File: config.mk
export PLATFORM = sky130hd
export DESIGN_NAME = rle_transparent_clip_blit
export DESIGN_NICKNAME = d
export VERILOG_FILES = /design/src/hdl/rtcb_pkg.sv /design/src/hdl/rtcb_queue.sv /design/src/hdl/rtcb_front.sv /design/src/hdl/rtcb_back.sv /design/src/hdl/rle_transparent_clip_blit.sv
export SDC_FILE = /design/constraint.sdc
export NUM_CORES = 1
export LEC_CHECK = 0
export BUFFER_PORTS_ARGS = -buffer_cell sky130_fd_sc_hd__buf_2
export CORE_MARGIN = 5
export CORE_UTILIZATION = 50
export CTS_BUF_LIST = sky130_fd_sc_hd__clkbuf_4 sky130_fd_sc_hd__clkbuf_8
export DETAILED_ROUTE_END_ITERATION = 10
export GPL_ROUTABILITY_DRIVEN = 0
export HOLD_SLACK_MARGIN = 0.02
export PLACE_DENSITY = 0.66
export SYNTH_ARGS = -nofsm -noshare
export SYNTH_HDL_FRONTEND = slang
export SYNTH_SLANG_ARGS = --single-unit
File: constraint.sdc
create_clock -name clk -period 8.39 [get_ports clk]
set_clock_uncertainty 0.2 [all_clocks]
set_input_delay 0.4195 -clock clk [delete_from_list [all_inputs] [get_ports clk]]
set_output_delay 0.4195 -clock clk [all_outputs]
set_load 0.03 [all_outputs]
File: src/hdl/rtcb_pkg.sv
// Types, codes and constants of the RLE clip blitter.
// No dependencies; used by every module of the block.
package rtcb_pkg;

	localparam int COORD_BITS_DEF = 12;
	localparam int ADDR_BITS_DEF  = 24;

	localparam int CFG_COORD_W = 12;
	localparam int CFG_PITCH_W = 13;
	localparam int CFG_IDX_W   = 3;
	localparam int BYTE_W      = 8;
	localparam int QUEUE_DEPTH = 4;

	localparam logic [BYTE_W-1:0] TRANSPARENT_MIN = 8'd248;
	localparam logic [BYTE_W-1:0] MANY_SKIP_CODE  = 8'd248;

	typedef enum logic [CFG_IDX_W-1:0] {
		REG_DEST_X        = 3'd0,
		REG_DEST_Y        = 3'd1,
		REG_SURFACE_PITCH = 3'd2,
		REG_BITMAP_WIDTH  = 3'd3,
		REG_CLIP_LEFT     = 3'd4,
		REG_CLIP_TOP      = 3'd5,
		REG_CLIP_RIGHT    = 3'd6,
		REG_CLIP_BOTTOM   = 3'd7
	} cfg_reg_t;

	typedef enum logic [1:0] {
		CMD_NOP    = 2'd0,
		CMD_OPAQUE = 2'd1,
		CMD_SKIP   = 2'd2
	} cmd_kind_t;

	typedef struct packed {
		cmd_kind_t         kind;
		logic              first;
		logic [BYTE_W-1:0] value;
	} cmd_t;

	typedef struct packed {
		logic [CFG_COORD_W-1:0] dest_x;
		logic [CFG_COORD_W-1:0] dest_y;
		logic [CFG_PITCH_W-1:0] surface_pitch;
		logic [CFG_COORD_W-1:0] bitmap_width;
		logic [CFG_COORD_W-1:0] clip_left;
		logic [CFG_COORD_W-1:0] clip_top;
		logic [CFG_COORD_W-1:0] clip_right;
		logic [CFG_COORD_W-1:0] clip_bottom;
	} cfg_t;

	typedef enum logic {
		BK_RUN  = 1'b0,
		BK_WRAP = 1'b1
	} back_state_t;

endpackage

File: src/hdl/rtcb_queue.sv
// Short command queue between the front and back of the blitter.
// Depends on rtcb_pkg (cmd_t, QUEUE_DEPTH).
module rtcb_queue (
	input  logic          clk,
	input  logic          arst_n,
	input  logic          in_valid,
	output logic          in_ready,
	input  rtcb_pkg::cmd_t in_cmd,
	output logic          out_valid,
	input  logic          out_ready,
	output rtcb_pkg::cmd_t out_cmd
);

	localparam int PTR_W = $clog2(rtcb_pkg::QUEUE_DEPTH);
	localparam int CNT_W = $clog2(rtcb_pkg::QUEUE_DEPTH + 1);

	rtcb_pkg::cmd_t   mem_q [rtcb_pkg::QUEUE_DEPTH];
	logic [PTR_W-1:0] wr_ptr_q;
	logic [PTR_W-1:0] rd_ptr_q;
	logic [CNT_W-1:0] count_q;
	logic             push;
	logic             pop;

	assign in_ready  = (count_q != CNT_W'(rtcb_pkg::QUEUE_DEPTH));
	assign out_valid = (count_q != '0);
	assign out_cmd   = mem_q[rd_ptr_q];
	assign push      = in_valid && in_ready;
	assign pop       = out_valid && out_ready;

	always_ff @(posedge clk or negedge arst_n) begin
		if (!arst_n) begin
			wr_ptr_q <= '0;
			rd_ptr_q <= '0;
			count_q  <= '0;
		end else begin
			if (push) begin
				wr_ptr_q <= wr_ptr_q + PTR_W'(1);
			end
			if (pop) begin
				rd_ptr_q <= rd_ptr_q + PTR_W'(1);
			end
			if (push && !pop) begin
				count_q <= count_q + CNT_W'(1);
			end else if (pop && !push) begin
				count_q <= count_q - CNT_W'(1);
			end
		end
	end

	always_ff @(posedge clk) begin
		if (push) begin
			mem_q[wr_ptr_q] <= in_cmd;
		end
	end

endmodule

File: src/hdl/rtcb_front.sv
// Front end of the blitter: takes body bytes and turns them into commands.
// Depends on rtcb_pkg (cmd_t, code constants).
module rtcb_front (
	input  logic          clk,
	input  logic          arst_n,
	input  logic          in_valid,
	output logic          in_ready,
	input  logic [7:0]    code_byte,
	input  logic          first_of_bitmap,
	output logic          cmd_valid,
	input  logic          cmd_ready,
	output rtcb_pkg::cmd_t cmd
);

	logic awaiting_q;
	logic awaiting_d;
	logic awaiting_eff;
	logic accept;

	assign in_ready     = cmd_ready;
	assign accept       = in_valid && in_ready;
	assign awaiting_eff = awaiting_q && !first_of_bitmap;

	always_comb begin
		cmd.first  = first_of_bitmap;
		cmd.value  = code_byte;
		cmd.kind   = rtcb_pkg::CMD_NOP;
		awaiting_d = 1'b0;
		if (awaiting_eff) begin
			cmd.kind = rtcb_pkg::CMD_SKIP;
		end else if (code_byte < rtcb_pkg::TRANSPARENT_MIN) begin
			cmd.kind = rtcb_pkg::CMD_OPAQUE;
		end else if (code_byte == rtcb_pkg::MANY_SKIP_CODE) begin
			awaiting_d = 1'b1;
		end else begin
			// short skip of 256 - code pixels
			cmd.kind  = rtcb_pkg::CMD_SKIP;
			cmd.value = 8'd0 - code_byte;
		end
		cmd_valid = in_valid && ((cmd.kind != rtcb_pkg::CMD_NOP) || first_of_bitmap);
	end

	always_ff @(posedge clk or negedge arst_n) begin
		if (!arst_n) begin
			awaiting_q <= 1'b0;
		end else if (accept) begin
			awaiting_q <= awaiting_d;
		end
	end

endmodule

File: src/hdl/rtcb_back.sv
// Back end of the blitter: raster position, row wrapping, clip test and
// the output register. Depends on rtcb_pkg (cmd_t, cfg_t, back_state_t).
module rtcb_back #(
	parameter int COORD_BITS = rtcb_pkg::COORD_BITS_DEF,
	parameter int ADDR_BITS  = rtcb_pkg::ADDR_BITS_DEF
) (
	input  logic                 clk,
	input  logic                 arst_n,
	input  rtcb_pkg::cfg_t       cfg,
	input  logic                 cmd_valid,
	output logic                 cmd_ready,
	input  rtcb_pkg::cmd_t       cmd,
	output logic                 out_valid,
	input  logic                 out_ready,
	output logic [ADDR_BITS-1:0] out_address,
	output logic [7:0]           out_pixel
);

	localparam int COL_W = COORD_BITS + 1;
	localparam int CMP_W = (COL_W > rtcb_pkg::CFG_COORD_W) ? COL_W : rtcb_pkg::CFG_COORD_W;
	localparam int PROD_W = rtcb_pkg::CFG_COORD_W + rtcb_pkg::CFG_PITCH_W;
	localparam logic [COL_W-1:0] W_FULL = {1'b1, {COORD_BITS{1'b0}}};

	rtcb_pkg::back_state_t state_q, state_d;

	logic [COL_W-1:0]      col_q, col_d, col_cur, col_sum, col_diff;
	logic [COORD_BITS-1:0] row_q, row_d, row_cur;
	logic [ADDR_BITS-1:0]  base_q, base_d, base_cur;
	logic [ADDR_BITS-1:0]  origin_q;
	logic [PROD_W-1:0]     origin_prod;
	logic [COORD_BITS-1:0] width_trunc;
	logic [COL_W-1:0]      width_eff;
	logic                  can_out;
	logic                  pop;
	logic                  in_window;
	logic                  emit;
	logic                  out_valid_q;
	logic [ADDR_BITS-1:0]  out_address_q;
	logic [7:0]            out_pixel_q;

	assign out_valid   = out_valid_q;
	assign out_address = out_address_q;
	assign out_pixel   = out_pixel_q;

	// origin row base, refreshed every cycle from the registers
	assign origin_prod = cfg.dest_y * cfg.surface_pitch;

	always_ff @(posedge clk) begin
		origin_q <= ADDR_BITS'(origin_prod) + ADDR_BITS'(cfg.dest_x);
	end

	assign width_trunc = COORD_BITS'(cfg.bitmap_width);
	assign width_eff   = (width_trunc == '0) ? W_FULL : COL_W'(width_trunc);
	assign can_out     = !out_valid_q || out_ready;

	always_comb begin
		col_cur  = cmd.first ? '0 : col_q;
		row_cur  = cmd.first ? '0 : row_q;
		base_cur = cmd.first ? origin_q : base_q;
		col_sum  = col_cur + ((cmd.kind == rtcb_pkg::CMD_OPAQUE) ? COL_W'(1) : COL_W'(cmd.value));
		col_diff = col_q - width_eff;

		in_window = (CMP_W'(col_cur) >= CMP_W'(cfg.clip_left)) &&
		            (CMP_W'(col_cur) <= CMP_W'(cfg.clip_right)) &&
		            (CMP_W'(row_cur) >= CMP_W'(cfg.clip_top)) &&
		            (CMP_W'(row_cur) <= CMP_W'(cfg.clip_bottom));

		state_d   = state_q;
		col_d     = col_q;
		row_d     = row_q;
		base_d    = base_q;
		cmd_ready = 1'b0;
		pop       = 1'b0;
		emit      = 1'b0;

		case (state_q)
			rtcb_pkg::BK_RUN: begin
				cmd_ready = (cmd.kind != rtcb_pkg::CMD_OPAQUE) || can_out;
				pop       = cmd_valid && cmd_ready;
				if (pop) begin
					row_d  = row_cur;
					base_d = base_cur;
					if (cmd.kind == rtcb_pkg::CMD_NOP) begin
						col_d = col_cur;
					end else begin
						col_d = col_sum;
						if (col_sum >= width_eff) begin
							state_d = rtcb_pkg::BK_WRAP;
						end
					end
					emit = (cmd.kind == rtcb_pkg::CMD_OPAQUE) && in_window;
				end
			end
			rtcb_pkg::BK_WRAP: begin
				col_d  = col_diff;
				row_d  = row_q + COORD_BITS'(1);
				base_d = base_q + ADDR_BITS'(cfg.surface_pitch);
				if (col_diff < width_eff) begin
					state_d = rtcb_pkg::BK_RUN;
				end
			end
			default: begin
				state_d = rtcb_pkg::BK_RUN;
			end
		endcase
	end

	always_ff @(posedge clk or negedge arst_n) begin
		if (!arst_n) begin
			state_q     <= rtcb_pkg::BK_RUN;
			col_q       <= '0;
			row_q       <= '0;
			base_q      <= '0;
			out_valid_q <= 1'b0;
		end else begin
			state_q <= state_d;
			col_q   <= col_d;
			row_q   <= row_d;
			base_q  <= base_d;
			if (emit) begin
				out_valid_q <= 1'b1;
			end else if (out_ready) begin
				out_valid_q <= 1'b0;
			end
		end
	end

	always_ff @(posedge clk) begin
		if (emit) begin
			out_address_q <= base_cur + ADDR_BITS'(col_cur);
			out_pixel_q   <= cmd.value;
		end
	end

endmodule

File: src/hdl/rle_transparent_clip_blit.sv
// RLE transparent sprite blitter with clip window.
// Path: commands pass the queue; writes are held in the back end's output register.
// Throughput: one byte per cycle unless the queue is full; the back end works off a skip
// crossing row ends one row at a time in its single row-subtract step; the 4-entry queue
// covers short ones, longer ones hold s_axis_tready low until the back end catches up.
// Reset: position, run state, queue and output cleared; registers to reset values.
// Depends on rtcb_pkg, rtcb_front, rtcb_queue, rtcb_back.
module rle_transparent_clip_blit #(
	parameter int COORD_BITS = rtcb_pkg::COORD_BITS_DEF,
	parameter int ADDR_BITS  = rtcb_pkg::ADDR_BITS_DEF
) (
	input  logic                                   clk,
	input  logic                                   arst_n,
	input  logic                                   s_axis_tvalid,
	output logic                                   s_axis_tready,
	input  logic [7:0]                             s_axis_tdata,  // code_byte
	input  logic                                   s_axis_tuser,  // first_of_bitmap
	output logic                                   m_axis_tvalid,
	input  logic                                   m_axis_tready,
	output logic [((ADDR_BITS + 8 + 7) / 8) * 8 - 1:0] m_axis_tdata, // write_address, pixel_value
	input  logic                                   cfg_valid,
	output logic                                   cfg_ready,
	input  logic [rtcb_pkg::CFG_IDX_W-1:0]         cfg_index,
	input  logic [rtcb_pkg::CFG_PITCH_W-1:0]       cfg_data
);

	localparam int OUT_W = ((ADDR_BITS + 8 + 7) / 8) * 8;

	rtcb_pkg::cfg_t       cfg_q;
	rtcb_pkg::cmd_t       front_cmd;
	rtcb_pkg::cmd_t       queue_cmd;
	logic                 front_valid;
	logic                 front_ready;
	logic                 queue_valid;
	logic                 queue_ready;
	logic [ADDR_BITS-1:0] out_address;
	logic [7:0]           out_pixel;

	assign cfg_ready = 1'b1;

	always_ff @(posedge clk or negedge arst_n) begin
		if (!arst_n) begin
			cfg_q.dest_x        <= '0;
			cfg_q.dest_y        <= '0;
			cfg_q.surface_pitch <= rtcb_pkg::CFG_PITCH_W'(1);
			cfg_q.bitmap_width  <= rtcb_pkg::CFG_COORD_W'(1);
			cfg_q.clip_left     <= '0;
			cfg_q.clip_top      <= '0;
			cfg_q.clip_right    <= '0;
			cfg_q.clip_bottom   <= '0;
		end else if (cfg_valid && cfg_ready) begin
			case (rtcb_pkg::cfg_reg_t'(cfg_index))
				rtcb_pkg::REG_DEST_X:        cfg_q.dest_x        <= cfg_data[11:0];
				rtcb_pkg::REG_DEST_Y:        cfg_q.dest_y        <= cfg_data[11:0];
				rtcb_pkg::REG_SURFACE_PITCH: cfg_q.surface_pitch <= cfg_data;
				rtcb_pkg::REG_BITMAP_WIDTH:  cfg_q.bitmap_width  <= cfg_data[11:0];
				rtcb_pkg::REG_CLIP_LEFT:     cfg_q.clip_left     <= cfg_data[11:0];
				rtcb_pkg::REG_CLIP_TOP:      cfg_q.clip_top      <= cfg_data[11:0];
				rtcb_pkg::REG_CLIP_RIGHT:    cfg_q.clip_right    <= cfg_data[11:0];
				default:                     cfg_q.clip_bottom   <= cfg_data[11:0];
			endcase
		end
	end

	rtcb_front u_front (
		.clk             (clk),
		.arst_n          (arst_n),
		.in_valid        (s_axis_tvalid),
		.in_ready        (s_axis_tready),
		.code_byte       (s_axis_tdata),
		.first_of_bitmap (s_axis_tuser),
		.cmd_valid       (front_valid),
		.cmd_ready       (front_ready),
		.cmd             (front_cmd)
	);

	rtcb_queue u_queue (
		.clk       (clk),
		.arst_n    (arst_n),
		.in_valid  (front_valid),
		.in_ready  (front_ready),
		.in_cmd    (front_cmd),
		.out_valid (queue_valid),
		.out_ready (queue_ready),
		.out_cmd   (queue_cmd)
	);

	rtcb_back #(
		.COORD_BITS (COORD_BITS),
		.ADDR_BITS  (ADDR_BITS)
	) u_back (
		.clk         (clk),
		.arst_n      (arst_n),
		.cfg         (cfg_q),
		.cmd_valid   (queue_valid),
		.cmd_ready   (queue_ready),
		.cmd         (queue_cmd),
		.out_valid   (m_axis_tvalid),
		.out_ready   (m_axis_tready),
		.out_address (out_address),
		.out_pixel   (out_pixel)
	);

	assign m_axis_tdata = OUT_W'({out_pixel, out_address});

endmodule

==> flow_metrics.py <==
metrics = {
    "logic_synthesis": {
        "async_flop_share_pct": 60.9,
        "dominantRegCellSynth": "dfrtp_1",
        "synth_area_per_cell_um2": 9.90,
        "synth.top_cell.area_share_pct": 19.4,
        "yosysWarningCount": 0,
        "synth_cells": 2010,
        "synth.area.top_cells": "dfrtp_1 (19%), fa_1 (13%), ha_1 (12%), edfxtp_1 (11%), inv_1 (5.0%)",
        "syn_area_um2": 19900,
        "ys_types": 72,
        "syn_nets": 2360,
        "ys_seq_area_share_pct": 33.5,
        "synth_edf_count": 76,
        "synth_top_area_cell": "dfrtp_1",
        "ys_seq_elements": 256,
    },
    "cts": {
        "cts_resized": 0,
        "cts.htree.levels": 2,
        "clk_pin_slew_worst_paths_ns": 0.07,
        "cts_tree": "done",
        "clockBufferDepth": 3,
        "cts_made_buffers": 46,
        "clk_latency_ns": 0.63,
        "clock_sinks": 256,
        "cts_root_buf": "clkbuf_8",
    },
    "critical_path": {
        "crit_fanout": 14,
        "required_ns": 8.72,
        "startpoint": "cfg_q[63]",
        "crit_family": "adder cells",
        "worstPathCellList": "and2_1 -> fa_1 -> fa_1 -> fa_1 -> fa_1 -> inv_1 -> fa_1 -> inv_1 -> ha_1 -> a21o_1 -> a311oi_1 -> and3_1 -> nand4_1 -> a41o_1 -> a21oi_1 -> xnor2_1",
        "endpoint_kind": "register",
        "crit_arrival_ns": 6.24,
        "regToRegStartpoint": "cfg_q[63]",
        "crit_path_start_kind": "register",
        "critical-path-top-cell-by-count": "fa_1",
        "path_buf_inv": 2,
        "slowest_delay_ns": 0.61,
        "critical_path_class": "register to register",
        "cp_slowest_cell": "dfrtp_1",
    },
    "die": {
        "die_y_um": 210,
        "pin_count": 65,
        "die_w_um": 210,
        "dieArea_um2": 43900,
        "initial_utilization_pct": 50.3,
        "row_count": 73,
        "coreArea_um2": 39500,
    },
    "layout": {
        "final_cell_mix": "inv_1 (266), nand2_1 (235), ha_1 (195)",
        "final_common_cell": "inv_1",
        "final_area_um2": 22000,
        "final_core_util_pct": 55.6,
        "area_growth_pct": 10.4,
        "final_nets": 2436,
        "num_antenna_cells": 0,
        "drive_gt1_share_pct": 12.6,
    },
    "global_route": {
        "grt_max_degree": 85,
        "antenna_found_initial": 1,
        "grt_usage_pct": 23.1,
        "grt-ovfl-total": 0,
        "grt_pass1_wl_mm": 81.6,
        "grt_pass1_vias": 15129,
    },
    "routing": {
        "drt_iter0_drc": 993,
        "route.detailed.drc": 0,
        "viasPerCell": 5.54,
        "first_pass_iters": 5,
        "wl_per_cell_um": 18.9,
        "vias": 14670,
        "ant_nets": 0,
        "wl_mm": 50.0,
    },
    "worst_hold_path": {
        "hold_class": "input port to register",
        "hold_start": "m_axis_tready",
    },
    "sta": {
        "fmax_mhz": 169,
        "tightestPinTransition_ns": 1.17,
        "final-setup-viol-count": 0,
        "relSlewSlack_pct": 21.8,
        "hold_ws_ns": 0.103,
        "slew_viol_final": 0,
        "fin_crit_ns": 5.91,
        "timing.final.crit_share_pct": 70.4,
        "hold_viol": 0,
        "rsz0062_at_grt": "no",
        "tns_ns": 0,
    },
    "placement": {
        "io_buffers": 63,
        "dp_hpwl_mm": 37.5,
        "postPlaceCellArea_um2": 20700,
    },
    "job": {
        "max-cap-violations": 0,
    },
    "status": {
        "outcome": "complete, no violations",
    },
}
[Yosys cell counts, types with 4 or more instances]
cell type and instances:
inv_1 266, a221oi_1 5, nor2_1 75, dfrtp_1 154, mux2_2 86, and2_1 87
clkbuf_1 58, o211ai_1 8, a21o_1 19, edfxtp_1 76, or3_1 8, xor2_1 26
a211oi_1 13, buf_1 7, nor2b_1 38, a2111oi_0 5, o22ai_1 6, and3_1 12
fa_1 125, and4_1 5, mux4_2 9, nand2b_1 23, or2_2 4, o21bai_1 4
nor4_1 9, nand3_1 25, ha_1 195, nand4_1 19, o21ai_0 92, a21oi_1 70
dfxtp_1 24, nor3_1 23, nand2_1 235, o31ai_1 7, a31oi_1 14, mux2i_1 34
a22oi_1 5, xnor2_1 58, o21a_1 25
[cell families (layout without fill, tap and decap cells)]
| family | after synthesis | after routing | synth area share, % |
|---|---|---|---|
| AOI/OAI and AO/OA | 310 | 310 | 9.92 |
| xor gates and xnor gates | 84 | 84 | 3.70 |
| buffers and inverters | 335 | 449 | 6.37 |
| adders and majority gates | 320 | 320 | 24.8 |
| and+or+nand+nor | 575 | 575 | 14.1 |
| DFF | 256 | 256 | 33.5 |
| muxes | 129 | 129 | 7.59 |
| other | 1 | 1 | 0.0188 |
[area by class of cell]
class / instances / area, um2
Clock inverter: 20 / 188
Clock buffer: 66 / 833
Inverter: 266 / 998
Fill cell: 3479 / 17600
Multi-Input combinational cell: 1419 / 12000
Sequential cell: 256 / 6670
Timing Repair Buffer: 97 / 639
Tap cell: 525 / 657
[routing by layer]
metal  GRT usage, %  vias to the layer above  wire length (um)
met2           35.8                      455             22400
met1           32.7                     7184             22700
met3           5.16                       92              3500
li1               -                     6937                 -
met5              0                        -                13
met4           6.98                        2              1360
[registers in the layout, indices dropped and copies added, names as in the netlist, 2 cells and up]
register / flops
cfg_q: 97
u_back.base_q: 24
u_back.col_q: 13
u_back.origin_q: 24
u_back.out_address: 24
u_back.out_pixel: 8
u_back.row_q: 12
u_queue.count_q: 3
u_queue.mem_q: 44
u_queue.rd_ptr_q: 2
u_queue.wr_ptr_q: 2
[repair_timing]
item	4_1_cts	5_1_grt
setup buffers	0	0
hold buffers	25	0
hold endpoints to repair	142	0
[worst paths after layout]
kind	cells after the start	slack [ns]	end
hold / removal	3	0.10	u_back.out_valid
min in group asynchronous	2	0.25	cfg_q[6]
setup / recovery	16	2.48	u_back.origin_q[22]
hold reg to reg	1	0.30	u_queue.count_q[2]
setup reg to reg	16	2.48	u_back.origin_q[22]
max in group asynchronous	3	6.15	u_back.state_q
[per-stage QoR]
| stage | setup WS [ns] | cells |
|---|---|---|
| 5_1_grt | 2.16 | 2649 |
| 2_1_floorplan | 2.90 | 2010 |
| 3_5_place_dp | 2.50 | 2538 |
| 4_1_cts | 2.48 | 2649 |
| 3_3_place_gp | 2.64 | 2538 |
| 6_report | 2.48 | 2649 |
[worst register-to-register path, delay by kind of cell (launching register included)]
family                     cells  cell delay (ns)
xor gates and xnor gates       1             0.14
DFF                            1             0.61
and+or+nand+nor                3             0.69
adders and majority gates      6             3.03
AOI/OAI and AO/OA              4             1.07
buffers and inverters          2             0.10
Power is left out: the tool's default activity adds up to more than one toggle a clock period on the data nets, which glitch-free logic cannot reach.
